<file path="src/rtl/nif_pkg.sv">
// ----------------------------------------------------------------------------
// nif_pkg
// Shared types and constants of the infrared frame decoder.
// ----------------------------------------------------------------------------
`timescale 1ns / 1ps
`default_nettype none

package nif_pkg;

    localparam int unsigned TICK_W  = 15;
    localparam int unsigned WORD_W  = 16;
    localparam int unsigned DATA_W  = 32;
    localparam int unsigned IDX_W   = 6;
    localparam int unsigned CFG_A_W = 3;

    localparam logic [TICK_W-1:0] SPACE_TOL     = TICK_W'(300);
    localparam logic [IDX_W-1:0]  FRAME_SYMBOLS = IDX_W'(33);

    localparam logic [TICK_W-1:0] RST_HDR_MARK_NOM  = TICK_W'(9000);
    localparam logic [TICK_W-1:0] RST_HDR_MARK_TOL  = TICK_W'(1000);
    localparam logic [TICK_W-1:0] RST_HDR_SPACE_NOM = TICK_W'(4500);
    localparam logic [TICK_W-1:0] RST_HDR_SPACE_TOL = TICK_W'(500);
    localparam logic [TICK_W-1:0] RST_BIT_MARK_NOM  = TICK_W'(562);
    localparam logic [TICK_W-1:0] RST_BIT_MARK_TOL  = TICK_W'(200);
    localparam logic [TICK_W-1:0] RST_ONE_SPACE_NOM = TICK_W'(1687);
    localparam logic [TICK_W-1:0] RST_ZERO_SPACE_NOM = TICK_W'(562);

    typedef enum logic [CFG_A_W-1:0] {
        CFG_HDR_MARK_NOM   = 3'd0,
        CFG_HDR_MARK_TOL   = 3'd1,
        CFG_HDR_SPACE_NOM  = 3'd2,
        CFG_HDR_SPACE_TOL  = 3'd3,
        CFG_BIT_MARK_NOM   = 3'd4,
        CFG_BIT_MARK_TOL   = 3'd5,
        CFG_ONE_SPACE_NOM  = 3'd6,
        CFG_ZERO_SPACE_NOM = 3'd7
    } t_cfg_reg;

    // window results for one symbol
    typedef struct packed {
        logic hdr_ok;
        logic bit_mark_ok;
        logic one_ok;
        logic zero_ok;
    } t_sym_chk;

    typedef struct packed {
        logic              ok;
        logic [WORD_W-1:0] address_word;
        logic [WORD_W-1:0] command_word;
    } t_frame_res;

endpackage

`default_nettype wire

</file>
<file path="src/rtl/nif_window.sv">
// ----------------------------------------------------------------------------
// nif_window
// Inclusive duration window check, lower bound clamped at zero.
// ----------------------------------------------------------------------------
`timescale 1ns / 1ps
`default_nettype none

module nif_window (
    input  wire logic [nif_pkg::TICK_W-1:0] i_value,
    input  wire logic [nif_pkg::TICK_W-1:0] i_nominal,
    input  wire logic [nif_pkg::TICK_W-1:0] i_tolerance,
    output logic                            o_in_window
);
    import nif_pkg::*;

    logic [TICK_W-1:0] lo;
    logic [TICK_W:0]   hi;

    always_comb begin
        lo = (i_nominal > i_tolerance) ? (i_nominal - i_tolerance) : '0;
        hi = {1'b0, i_nominal} + {1'b0, i_tolerance};
        o_in_window = (i_value >= lo) && ({1'b0, i_value} <= hi);
    end

endmodule

`default_nettype wire

</file>
<file path="src/rtl/nif_frame.sv">
// ----------------------------------------------------------------------------
// nif_frame
// Frame state: symbol count, packed data bits and failure flag.
// ----------------------------------------------------------------------------
`timescale 1ns / 1ps
`default_nettype none

module nif_frame (
    input  wire logic              i_clk,
    input  wire logic              i_rst_n,
    input  wire logic              i_fire,
    input  wire logic              i_last,
    input  wire nif_pkg::t_sym_chk i_chk,
    output nif_pkg::t_frame_res    o_res
);
    import nif_pkg::*;

    logic [IDX_W-1:0]  r_idx;
    logic [DATA_W-1:0] r_bits;
    logic              r_failed;

    logic [IDX_W-1:0]  n_idx;
    logic [DATA_W-1:0] n_bits;
    logic              n_failed;
    logic              is_hdr;
    logic              is_data;
    logic [IDX_W-1:0]  bit_pos;
    logic              ok;

    always_comb begin
        is_hdr  = (r_idx == '0);
        is_data = !is_hdr && (r_idx < FRAME_SYMBOLS);
        bit_pos = r_idx - IDX_W'(1);

        n_failed = r_failed
                 | (is_hdr & !i_chk.hdr_ok)
                 | (is_data & (!i_chk.bit_mark_ok | (!i_chk.one_ok & !i_chk.zero_ok)));

        n_bits = r_bits;
        if (is_data && i_chk.bit_mark_ok && i_chk.one_ok) begin
            n_bits[bit_pos[4:0]] = 1'b1;
        end

        n_idx = (r_idx < FRAME_SYMBOLS) ? (r_idx + IDX_W'(1)) : r_idx;

        ok = !n_failed && (n_idx == FRAME_SYMBOLS);
        o_res.ok           = ok;
        o_res.address_word = ok ? n_bits[WORD_W-1:0] : '0;
        o_res.command_word = ok ? n_bits[DATA_W-1:WORD_W] : '0;
    end

    always_ff @(posedge i_clk) begin
        if (!i_rst_n) begin
            r_idx    <= '0;
            r_bits   <= '0;
            r_failed <= 1'b0;
        end else if (i_fire) begin
            if (i_last) begin
                r_idx    <= '0;
                r_bits   <= '0;
                r_failed <= 1'b0;
            end else begin
                r_idx    <= n_idx;
                r_bits   <= n_bits;
                r_failed <= n_failed;
            end
        end
    end

endmodule

`default_nettype wire

</file>
<file path="src/rtl/nec_ir_frame_decoder.sv">
// path: an accepted input beat passes the input register and then the result register
// throughput: one symbol per cycle, set by the single window-check and frame-update stage
// while a result beat waits stalled, the input register takes one more beat and then stalls
// reset: synchronous active low; clears frame state and valids, loads register defaults
// ----------------------------------------------------------------------------
// nec_ir_frame_decoder
// Decodes captured mark/space symbols into an address and command word.
// ----------------------------------------------------------------------------
`timescale 1ns / 1ps
`default_nettype none

module nec_ir_frame_decoder (
    input  wire logic                          i_clk,
    input  wire logic                          i_rst_n,
    input  wire logic                          i_cfg_we,
    input  wire logic [nif_pkg::CFG_A_W-1:0]   i_cfg_index,
    input  wire logic [nif_pkg::TICK_W-1:0]    i_cfg_data,
    input  wire logic                          i_in_valid,
    output logic                               o_in_stall,
    input  wire logic [nif_pkg::TICK_W-1:0]    i_mark_ticks,
    input  wire logic [nif_pkg::TICK_W-1:0]    i_space_ticks,
    input  wire logic                          i_last_symbol,
    output logic                               o_out_valid,
    input  wire logic                          i_out_stall,
    output logic                               o_decoded_ok,
    output logic [nif_pkg::WORD_W-1:0]         o_address_word,
    output logic [nif_pkg::WORD_W-1:0]         o_command_word
);
    import nif_pkg::*;

    logic [TICK_W-1:0] r_hdr_mark_nom;
    logic [TICK_W-1:0] r_hdr_mark_tol;
    logic [TICK_W-1:0] r_hdr_space_nom;
    logic [TICK_W-1:0] r_hdr_space_tol;
    logic [TICK_W-1:0] r_bit_mark_nom;
    logic [TICK_W-1:0] r_bit_mark_tol;
    logic [TICK_W-1:0] r_one_space_nom;
    logic [TICK_W-1:0] r_zero_space_nom;

    logic              r_in_vld;
    logic [TICK_W-1:0] r_mark;
    logic [TICK_W-1:0] r_space;
    logic              r_last;

    logic              r_out_vld;
    t_frame_res        r_res;

    logic              can_fwd;
    logic              fire;
    logic              in_take;
    logic              hdr_mark_ok;
    logic              hdr_space_ok;
    t_sym_chk          chk;
    t_frame_res        n_res;

    // configuration registers
    always_ff @(posedge i_clk) begin
        if (!i_rst_n) begin
            r_hdr_mark_nom   <= RST_HDR_MARK_NOM;
            r_hdr_mark_tol   <= RST_HDR_MARK_TOL;
            r_hdr_space_nom  <= RST_HDR_SPACE_NOM;
            r_hdr_space_tol  <= RST_HDR_SPACE_TOL;
            r_bit_mark_nom   <= RST_BIT_MARK_NOM;
            r_bit_mark_tol   <= RST_BIT_MARK_TOL;
            r_one_space_nom  <= RST_ONE_SPACE_NOM;
            r_zero_space_nom <= RST_ZERO_SPACE_NOM;
        end else if (i_cfg_we) begin
            unique case (t_cfg_reg'(i_cfg_index))
                CFG_HDR_MARK_NOM:   r_hdr_mark_nom   <= i_cfg_data;
                CFG_HDR_MARK_TOL:   r_hdr_mark_tol   <= i_cfg_data;
                CFG_HDR_SPACE_NOM:  r_hdr_space_nom  <= i_cfg_data;
                CFG_HDR_SPACE_TOL:  r_hdr_space_tol  <= i_cfg_data;
                CFG_BIT_MARK_NOM:   r_bit_mark_nom   <= i_cfg_data;
                CFG_BIT_MARK_TOL:   r_bit_mark_tol   <= i_cfg_data;
                CFG_ONE_SPACE_NOM:  r_one_space_nom  <= i_cfg_data;
                CFG_ZERO_SPACE_NOM: r_zero_space_nom <= i_cfg_data;
                default:            r_hdr_mark_nom   <= r_hdr_mark_nom;
            endcase
        end
    end

    always_comb begin
        can_fwd    = !r_out_vld || !i_out_stall;
        fire       = r_in_vld && can_fwd;
        o_in_stall = r_in_vld && !can_fwd;
        in_take    = i_in_valid && !o_in_stall;
    end

    // input register
    always_ff @(posedge i_clk) begin
        if (!i_rst_n) begin
            r_in_vld <= 1'b0;
        end else if (in_take) begin
            r_in_vld <= 1'b1;
        end else if (can_fwd) begin
            r_in_vld <= 1'b0;
        end
    end

    always_ff @(posedge i_clk) begin
        if (in_take) begin
            r_mark  <= i_mark_ticks;
            r_space <= i_space_ticks;
            r_last  <= i_last_symbol;
        end
    end

    nif_window u_hdr_mark (
        .i_value     (r_mark),
        .i_nominal   (r_hdr_mark_nom),
        .i_tolerance (r_hdr_mark_tol),
        .o_in_window (hdr_mark_ok)
    );

    nif_window u_hdr_space (
        .i_value     (r_space),
        .i_nominal   (r_hdr_space_nom),
        .i_tolerance (r_hdr_space_tol),
        .o_in_window (hdr_space_ok)
    );

    nif_window u_bit_mark (
        .i_value     (r_mark),
        .i_nominal   (r_bit_mark_nom),
        .i_tolerance (r_bit_mark_tol),
        .o_in_window (chk.bit_mark_ok)
    );

    nif_window u_one_space (
        .i_value     (r_space),
        .i_nominal   (r_one_space_nom),
        .i_tolerance (SPACE_TOL),
        .o_in_window (chk.one_ok)
    );

    nif_window u_zero_space (
        .i_value     (r_space),
        .i_nominal   (r_zero_space_nom),
        .i_tolerance (SPACE_TOL),
        .o_in_window (chk.zero_ok)
    );

    assign chk.hdr_ok = hdr_mark_ok && hdr_space_ok;

    nif_frame u_frame (
        .i_clk   (i_clk),
        .i_rst_n (i_rst_n),
        .i_fire  (fire),
        .i_last  (r_last),
        .i_chk   (chk),
        .o_res   (n_res)
    );

    // result register
    always_ff @(posedge i_clk) begin
        if (!i_rst_n) begin
            r_out_vld <= 1'b0;
        end else if (can_fwd) begin
            r_out_vld <= fire && r_last;
        end
    end

    always_ff @(posedge i_clk) begin
        if (fire && r_last) begin
            r_res <= n_res;
        end
    end

    assign o_out_valid    = r_out_vld;
    assign o_decoded_ok   = r_res.ok;
    assign o_address_word = r_res.address_word;
    assign o_command_word = r_res.command_word;

endmodule

`default_nettype wire

</file>
<file path="config.mk">
export PLATFORM = sky130hd
export DESIGN_NAME = nec_ir_frame_decoder
export DESIGN_NICKNAME = d
export VERILOG_FILES = /design/src/rtl/nif_pkg.sv /design/src/rtl/nif_window.sv /design/src/rtl/nif_frame.sv /design/src/rtl/nec_ir_frame_decoder.sv
export SDC_FILE = /design/constraint.sdc
export NUM_CORES = 1
export LEC_CHECK = 0
export BUFFER_PORTS_ARGS = -buffer_cell sky130_fd_sc_hd__buf_2
export CAP_MARGIN = 20
export CORE_ASPECT_RATIO = 1.75
export CORE_MARGIN = 4
export CORE_UTILIZATION = 50
export CTS_CLUSTER_DIAMETER = 100
export DETAILED_ROUTE_END_ITERATION = 12
export PLACE_DENSITY = 0.69
export SLEW_MARGIN = 5
export SYNTH_ARGS = -nofsm -noshare
export SYNTH_HDL_FRONTEND = slang
export SYNTH_SLANG_ARGS = --single-unit
</file>
<file path="constraint.sdc">
create_clock -name i_clk -period 6.1 [get_ports i_clk]
set_input_delay 1.22 -clock i_clk [delete_from_list [all_inputs] [get_ports i_clk]]
set_output_delay 1.22 -clock i_clk [all_outputs]
set_load 0.02 [all_outputs]
</file>
; Yosys cells after proc, flatten, opt, wreduce, memory -nomap -nowiden
; Index checks and enable logic that the tools add are counted.
[word_totals]
regBits = 225
in_bits = 54
output_inout_bits = 35
elab_cells = 115
[classes]
n_addsub = 12
order_cmp = 18
eq_ne = 8
mux = 14
n_bitwise = 7
n_reduce_logical = 37
[op_table]
columns = operator, n
row1 = $le A15 B16 Y1, 5
row2 = $ge A15 B15 Y1, 5
row3 = $mux W15, 5
row4 = $mux W32, 2
row5 = $add A15 B15 Y16, 3
row6 = $gt A15 B15 Y1, 3
row7 = $sub A15 B15 Y15, 3
row8 = $add A15 B9 Y16 const B, 2
row9 = $or A32 B32 Y32, 1
row10 = $gt A15 B9 Y1 const B, 2
row11 = $sub A15 B9 Y15 const B, 2
row12 = $reduce_and A2 Y1, 8
row13 = $logic_and A1 B1 Y1, 15
row14 = $eq A3 B3 Y1 const B, 4
row15 = $mux W6, 2
row16 = $logic_not A1 Y1, 10
row17 = $add A6 B1 Y6 const B, 1
row18 = $eq A3 B2 Y1 const B, 2
row19 = $eq A6 B6 Y1 const B, 1
row20 = $logic_not A6 Y1, 1
row21 = $lt A5 B6 Y1 const B, 1
row22 = $lt A6 B6 Y1 const B, 1
row23 = $demux W1 S5, 1
row24 = $ge A5 B1 Y1 const B, 1
row25 = other kinds (8), 15

; Logic depth before layout (Yosys ltp)
[depth]
word_depth = 11
ltp_mapped = 23
depth_no_buf = 20

; Hierarchy
; Synthesis repeated with hierarchy kept, for this count alone.
[unflattened]
cells_unflattened = 2363
area_unflattened_um2 = 20009.2
[modules_own_cells]
columns = mod, n_inst, cells_each, area_each_um2, seq_area_each_um2
row1 = nec_ir_frame_decoder, 1, 510, 6578.8, 4364.2
row2 = nif_window (u_hdr_space), 1, 320, 2362.3, 0.0
row3 = nif_window (u_zero_space), 1, 329, 2329.7, 0.0
row4 = nif_window (u_hdr_mark), 1, 311, 2235.9, 0.0
row5 = nif_window (u_one_space), 1, 309, 2229.6, 0.0
row6 = nif_window (u_bit_mark), 1, 298, 2205.9, 0.0
row7 = nif_frame, 1, 286, 2067.0, 780.7

; Worst setup path after synthesis
; No wires, ideal clock.
[synth_path]
kind = register to register
start = register r_bit_mark_tol[1]
end = register r_res (netlist bit o_address_word[3]) (data pin)
setup_ps = 276
arrival_time_ps = 4144
required_time_ps = 5824
setup_slack_ps = 1680
path_stages_with_launch = 23
path_buffers = 3
synth_period_minus_slack_ps = 4420
path_cell_list = dfxtp_1 -> inv_1 -> ha_1 -> nor2b_1 -> o21ai_0 -> a21oi_1 -> o31ai_1 -> a211oi_1 -> o31ai_1 -> a21oi_1 -> clkbuf_1 -> nand3b_1 -> ha_1 -> a21o_1 -> a211o_1 -> a41oi_1 -> o21ai_0 -> a41o_1 -> o211a_1 -> buf_2 -> clkbuf_1 -> a41oi_1 -> nor4_2
[synth_via]
elab_chain_cells = 10
elab_cells_between_ends = 16
cone_classes = 2 x add/sub / 3 x order compare / 2 x mux / 3 x bitwise / 6 x reduce/logical
[synth_rtl]
columns = item, line_no
row1 = start: declaration, nec_ir_frame_decoder.sv:36  ; logic [TICK_W-1:0] r_bit_mark_tol;
row2 = start signal: assignment, nec_ir_frame_decoder.sv:74  ; CFG_BIT_MARK_TOL: r_bit_mark_tol <= i_cfg_data;
row3 = $sub A15 B15 Y15 / $gt A15 B15 Y1 (equally long branches), nif_window.sv:20  ; lo = (i_nominal > i_tolerance) ? (i_nominal - i_tolerance) : '0;
row4 = $mux W15, nif_window.sv:20
row5 = $ge A15 B15 Y1, nif_window.sv:22  ; o_in_window = (i_value >= lo) && ({1'b0, i_value} <= hi);
row6 = $logic_and A1 B1 Y1 *, nif_window.sv:22
row7 = $logic_not A1 Y1, nif_frame.sv:37  ; | (is_data & (!i_chk.bit_mark_ok | (!i_chk.one_ok & !i_chk.zero_ok)));
row8 = $or A1 B1 Y1, nif_frame.sv:37
row9 = $and A1 B1 Y1, nif_frame.sv:37
row10 = $or A1 B1 Y1, nif_frame.sv:37
row11 = $logic_not A1 Y1, nif_frame.sv:46  ; ok = !n_failed && (n_idx == FRAME_SYMBOLS);
row12 = $logic_and A1 B1 Y1, nif_frame.sv:46
row13 = end signal: assignment, nec_ir_frame_decoder.sv:165  ; r_res <= n_res;
row14 = end: declaration, nec_ir_frame_decoder.sv:46  ; t_frame_res r_res;
; Mark *: on every way between the ends. The rest lies on a longest branch, timed or not.
; A chain may end at the register's enable or synchronous reset.

; Worst setup path after layout
[layout_path]
start = register r_hdr_mark_nom[0]
end = register r_res (netlist bit o_command_word[0]) (data pin)
[layout_via]
elab_chain_cells = 11
elab_cells_between_ends = 14
cone_classes = 2 x add/sub / 3 x order compare / 1 x mux / 3 x bitwise / 5 x reduce/logical
[layout_rtl]
columns = item, line_no
row1 = start: declaration, nec_ir_frame_decoder.sv:31  ; logic [TICK_W-1:0] r_hdr_mark_nom;
row2 = start signal: assignment, nec_ir_frame_decoder.sv:69  ; CFG_HDR_MARK_NOM: r_hdr_mark_nom <= i_cfg_data;
row3 = start signal: assignment, nec_ir_frame_decoder.sv:77  ; default: r_hdr_mark_nom <= r_hdr_mark_nom;
row4 = $sub A15 B15 Y15 / $gt A15 B15 Y1 (equally long branches), nif_window.sv:20
row5 = $mux W15, nif_window.sv:20
row6 = $ge A15 B15 Y1, nif_window.sv:22
row7 = $logic_and A1 B1 Y1 *, nif_window.sv:22
row8 = $logic_and A1 B1 Y1 *, nec_ir_frame_decoder.sv:143  ; assign chk.hdr_ok = hdr_mark_ok && hdr_space_ok;
row9 = $logic_not A1 Y1 *, nif_frame.sv:36  ; | (is_hdr & !i_chk.hdr_ok)
row10 = $and A1 B1 Y1 *, nif_frame.sv:36
row11 = $or A1 B1 Y1 *, nif_frame.sv:36
row12 = $or A1 B1 Y1 *, nif_frame.sv:37
row13 = $logic_not A1 Y1 *, nif_frame.sv:46
row14 = $logic_and A1 B1 Y1 *, nif_frame.sv:46
; Marked as above.

==> impl_metrics.ini <==
[run_status]
status = finished, final reports clean

[layout]
stdcell_area_um2 = 19100
fillers = 3249
syn_to_final_growth_pct = 7.16
largest_register = u_frame.r_bits
utilization_pct = 54.2
layout.nets = 2441
drive_gt1_share_pct = 9.08
final_common_cell = nand2_1
largest_reg_flops = 32
final_cell_mix = nand2_1 (355), ha_1 (249), dfxtp_1 (161)

[power]
switching_share_pct = 30.1
internal_power_mw = 2.66
p_sw_mw = 1.14
p_seq_share_pct = 42.9
design_power_total_mw = 3.80
clockPowerShare_pct = 36.4
p_leak_nw = 7.94
peakVddDrop_v = 0.000187
p_per_area_nw_per_um2 = 199
p_comb_share_pct = 20.7

[logic_synthesis]
ys.flop_type = dfxtp_1
synth_cell_types = 78
synth_area_per_cell_um2 = 8.35
ys_seq_elements = 225
synth_warnings = 0
async_flop_share_pct = 0
synth_enable_flop_cells = 64
synthCells = 2130
ys_seq_area_share_pct = 28.9
synth_nets = 2439
netlist_area_um2 = 17800

[min_path]
min_from = u_frame.r_bits[18]$_SDFFE_PN0P_
min_path_cells = 2
hold_end = u_frame.r_bits[18]$_SDFFE_PN0P_
min-delay-path-class = register to register

[setup_path]
cp_slowest_cell = a221oi_1
path_common_cell = o21ai_0
reg2reg_depth = 20
r2r_start = r_hdr_mark_nom[0]$_SDFFE_PN0P_
r2r_slack_ns = 0.29
cp_max_fo = 34
max_stage_delay_ns = 0.60
startpoint_type = register
worstPathCellList = inv_1 -> ha_1 -> fa_1 -> nand2b_1 -> a21oi_1 -> o21ai_0 -> a21oi_1 -> o21ai_0 -> and2_1 -> o41ai_1 -> o21ai_0 -> ha_1 -> and4_1 -> a211oi_1 -> nand3_1 -> a221oi_1 -> a2111o_1 -> a21o_1 -> buf_4 -> nor4_1
arrival_ns = 6.06
r2r_end = o_command_word[0]$_SDFFCE_PN0P_
cp-end-kind = register
cp.buffers_inverters = 2
critical_path_class = register to register
worstPathRequired_ns = 6.35
path_delay_family = compound AO/OA/AOI/OAI gates

[sta]
finClkSkew_ns = 0.0165
slew_viol_final = 0
finalHoldViolCount = 0
fmax_mhz = 172
fin_crit_sh_pct = 95.3
setup_violations = 0
worstMarginPinSlew_ns = 1.04
rsz0062_at_grt = false
whs_ns = 0.458
timing.slew.headroom_pct = 30.7
min_period_ns = 5.81
setup_tns_ns = 0

[global_route]
grt_usage_pct = 25.4
antenna_found_initial = 2
grt_max_degree = 120
grt_pass1_wl_mm = 79.5
first_global_vias = 15200
grt_overflow = 0

[clock_network]
htreeDepth = 1
post_cts_buffers = 0
clock_path_buffers = 3
root_buffer = clkbuf_16
postCtsHoldBufs = 0
clkTransAtPathRegs_ns = 0.07
cts_tree = done
clk_latency_ns = 0.53
numCtsBuffers = 23
cts_resized = 0
cts_num_sinks = 225

[job]
cap_violations = 0

[placement]
place_area_um2 = 18300
gp_congestion = 0.972
io_buffers = 88
dp_hpwl_mm = 39.0

[route]
drc_errors = 0
antenna_left = 0
vias = 15400
drt_iter0_markers = 860
viasPerCell = 5.90
dr.pass1.iters = 8
drt-total-wl_mm = 49.7
wl_per_cell_um = 19.0

[floorplan]
rows = 91
die_area_um2 = 38800
die_w_um = 151
start_util_pct = 50.6
io_pins = 89
die_h_um = 258
coreArea_um2 = 35200
[cell type report]
class / instances / area, µm² / share of cell area (%)
diodes: 1 / 2.50 / 0.0131
repair buffers: 107 / 586 / 3.07
flip-flops and latches: 225 / 5140 / 27.0
multi-input cells: 1665 / 11600 / 60.9
inverters: 110 / 413 / 2.17
clock buffers: 29 / 629 / 3.30
clock inverters: 11 / 92.6 / 0.486
well taps: 465 / 582 / 3.05
[cells in the mapped netlist, drive strengths merged, types with 7 or more instances]
library cell	instances	share of area, %
nor4	43	2.5
nor2	104	2.2
nor2b	42	1.5
and3	16	0.56
inv	108	2.3
o21bai	21	0.89
o21ai	66	1.9
dfxtp	161	18
o211ai	28	1.2
a211oi	11	0.46
o22ai	7	0.25
nand2b	29	1.0
clkbuf	91	2.0
a211o	7	0.34
ha	249	18
xnor2	70	3.4
o31ai	10	0.42
a2111oi	7	0.38
o21a	9	0.38
nand4	28	0.98
or2	9	0.33
a32o	14	0.79
a31oi	32	1.1
and2	20	0.70
nor3	44	1.2
a21o	25	1.1
a21boi	83	3.5
edfxtp	64	11
buf	39	1.6
a21oi	109	3.1
a41oi	21	1.1
o41ai	17	0.84
xor2	29	1.4
nand3b	12	0.51
nand2	356	7.5
nand3	73	2.1
or3	11	0.39
[worst min-delay path, delay by kind of cell (launching register included)]
kind / cells / cell delay [ns]
compound gates: 1 / 0.05
flops: 1 / 0.33
simple gates: 1 / 0.05
[per-layer routing]
metal	routed length [µm]	global-route usage (%)	vias up	part of all wire (%)
met5	9	0	-	0.018
met4	3720	15.8	2	7.5
met3	2090	2.70	176	4.2
met2	25400	46.4	459	51
met1	18500	27.6	7171	37
li1	-	-	7602	-
[power groups by stage]
stage	logic [mW]	registers (mW)	clock network, mW
after detailed placement	0.780	1.66	0
after global routing	0.889	1.63	1.48
final	0.787	1.63	1.38
after floorplan	0.604	1.63	0
after CTS	0.784	1.63	1.41
after global placement	0.757	1.66	0
[stage by stage]
| stage | instances | setup slack (ns) |
|---|---|---|
| finish | 2613 | 0.288 |
| global route | 2613 | 0.153 |
| CTS | 2611 | 0.343 |
| detailed placement | 2571 | 0.349 |
| global placement | 2570 | 0.389 |
| floorplan | 2130 | 1.68 |
[how the worst max path moves through the flow]
stage / startpoint / endpoint / slack [ns] / cells after the start
final: r_hdr_mark_nom[0]$_SDFFE_PN0P_ / o_command_word[0]$_SDFFCE_PN0P_ / 0.29 / 20
after global routing: r_hdr_mark_tol[1]$_SDFFE_PN0P_ / o_command_word[0]$_SDFFCE_PN0P_ / 0.15 / 20
after CTS: r_hdr_mark_tol[1]$_SDFFE_PN0P_ / o_command_word[0]$_SDFFCE_PN0P_ / 0.34 / 20
after detailed placement: r_hdr_mark_tol[1]$_SDFFE_PN0P_ / o_command_word[0]$_SDFFCE_PN0P_ / 0.35 / 20
after global placement: r_hdr_mark_tol[1]$_SDFFE_PN0P_ / o_command_word[0]$_SDFFCE_PN0P_ / 0.39 / 20
after floorplan: r_bit_mark_tol[1]$_SDFFE_PN0P_ / o_address_word[3]$_SDFFCE_PN0P_ / 1.68 / 22
[cell families after synthesis]
kind of cell	share of synthesized area, %
AND/OR/NAND/NOR	22.3
buffers and inverters	5.88
AO/OA/AOI/OAI	19.6
flip-flops	28.9
adder cells (fa/ha/maj)	18.2
multiplexers	0.281
XOR/XNOR	4.87
(Power assumes the default switching activity.)
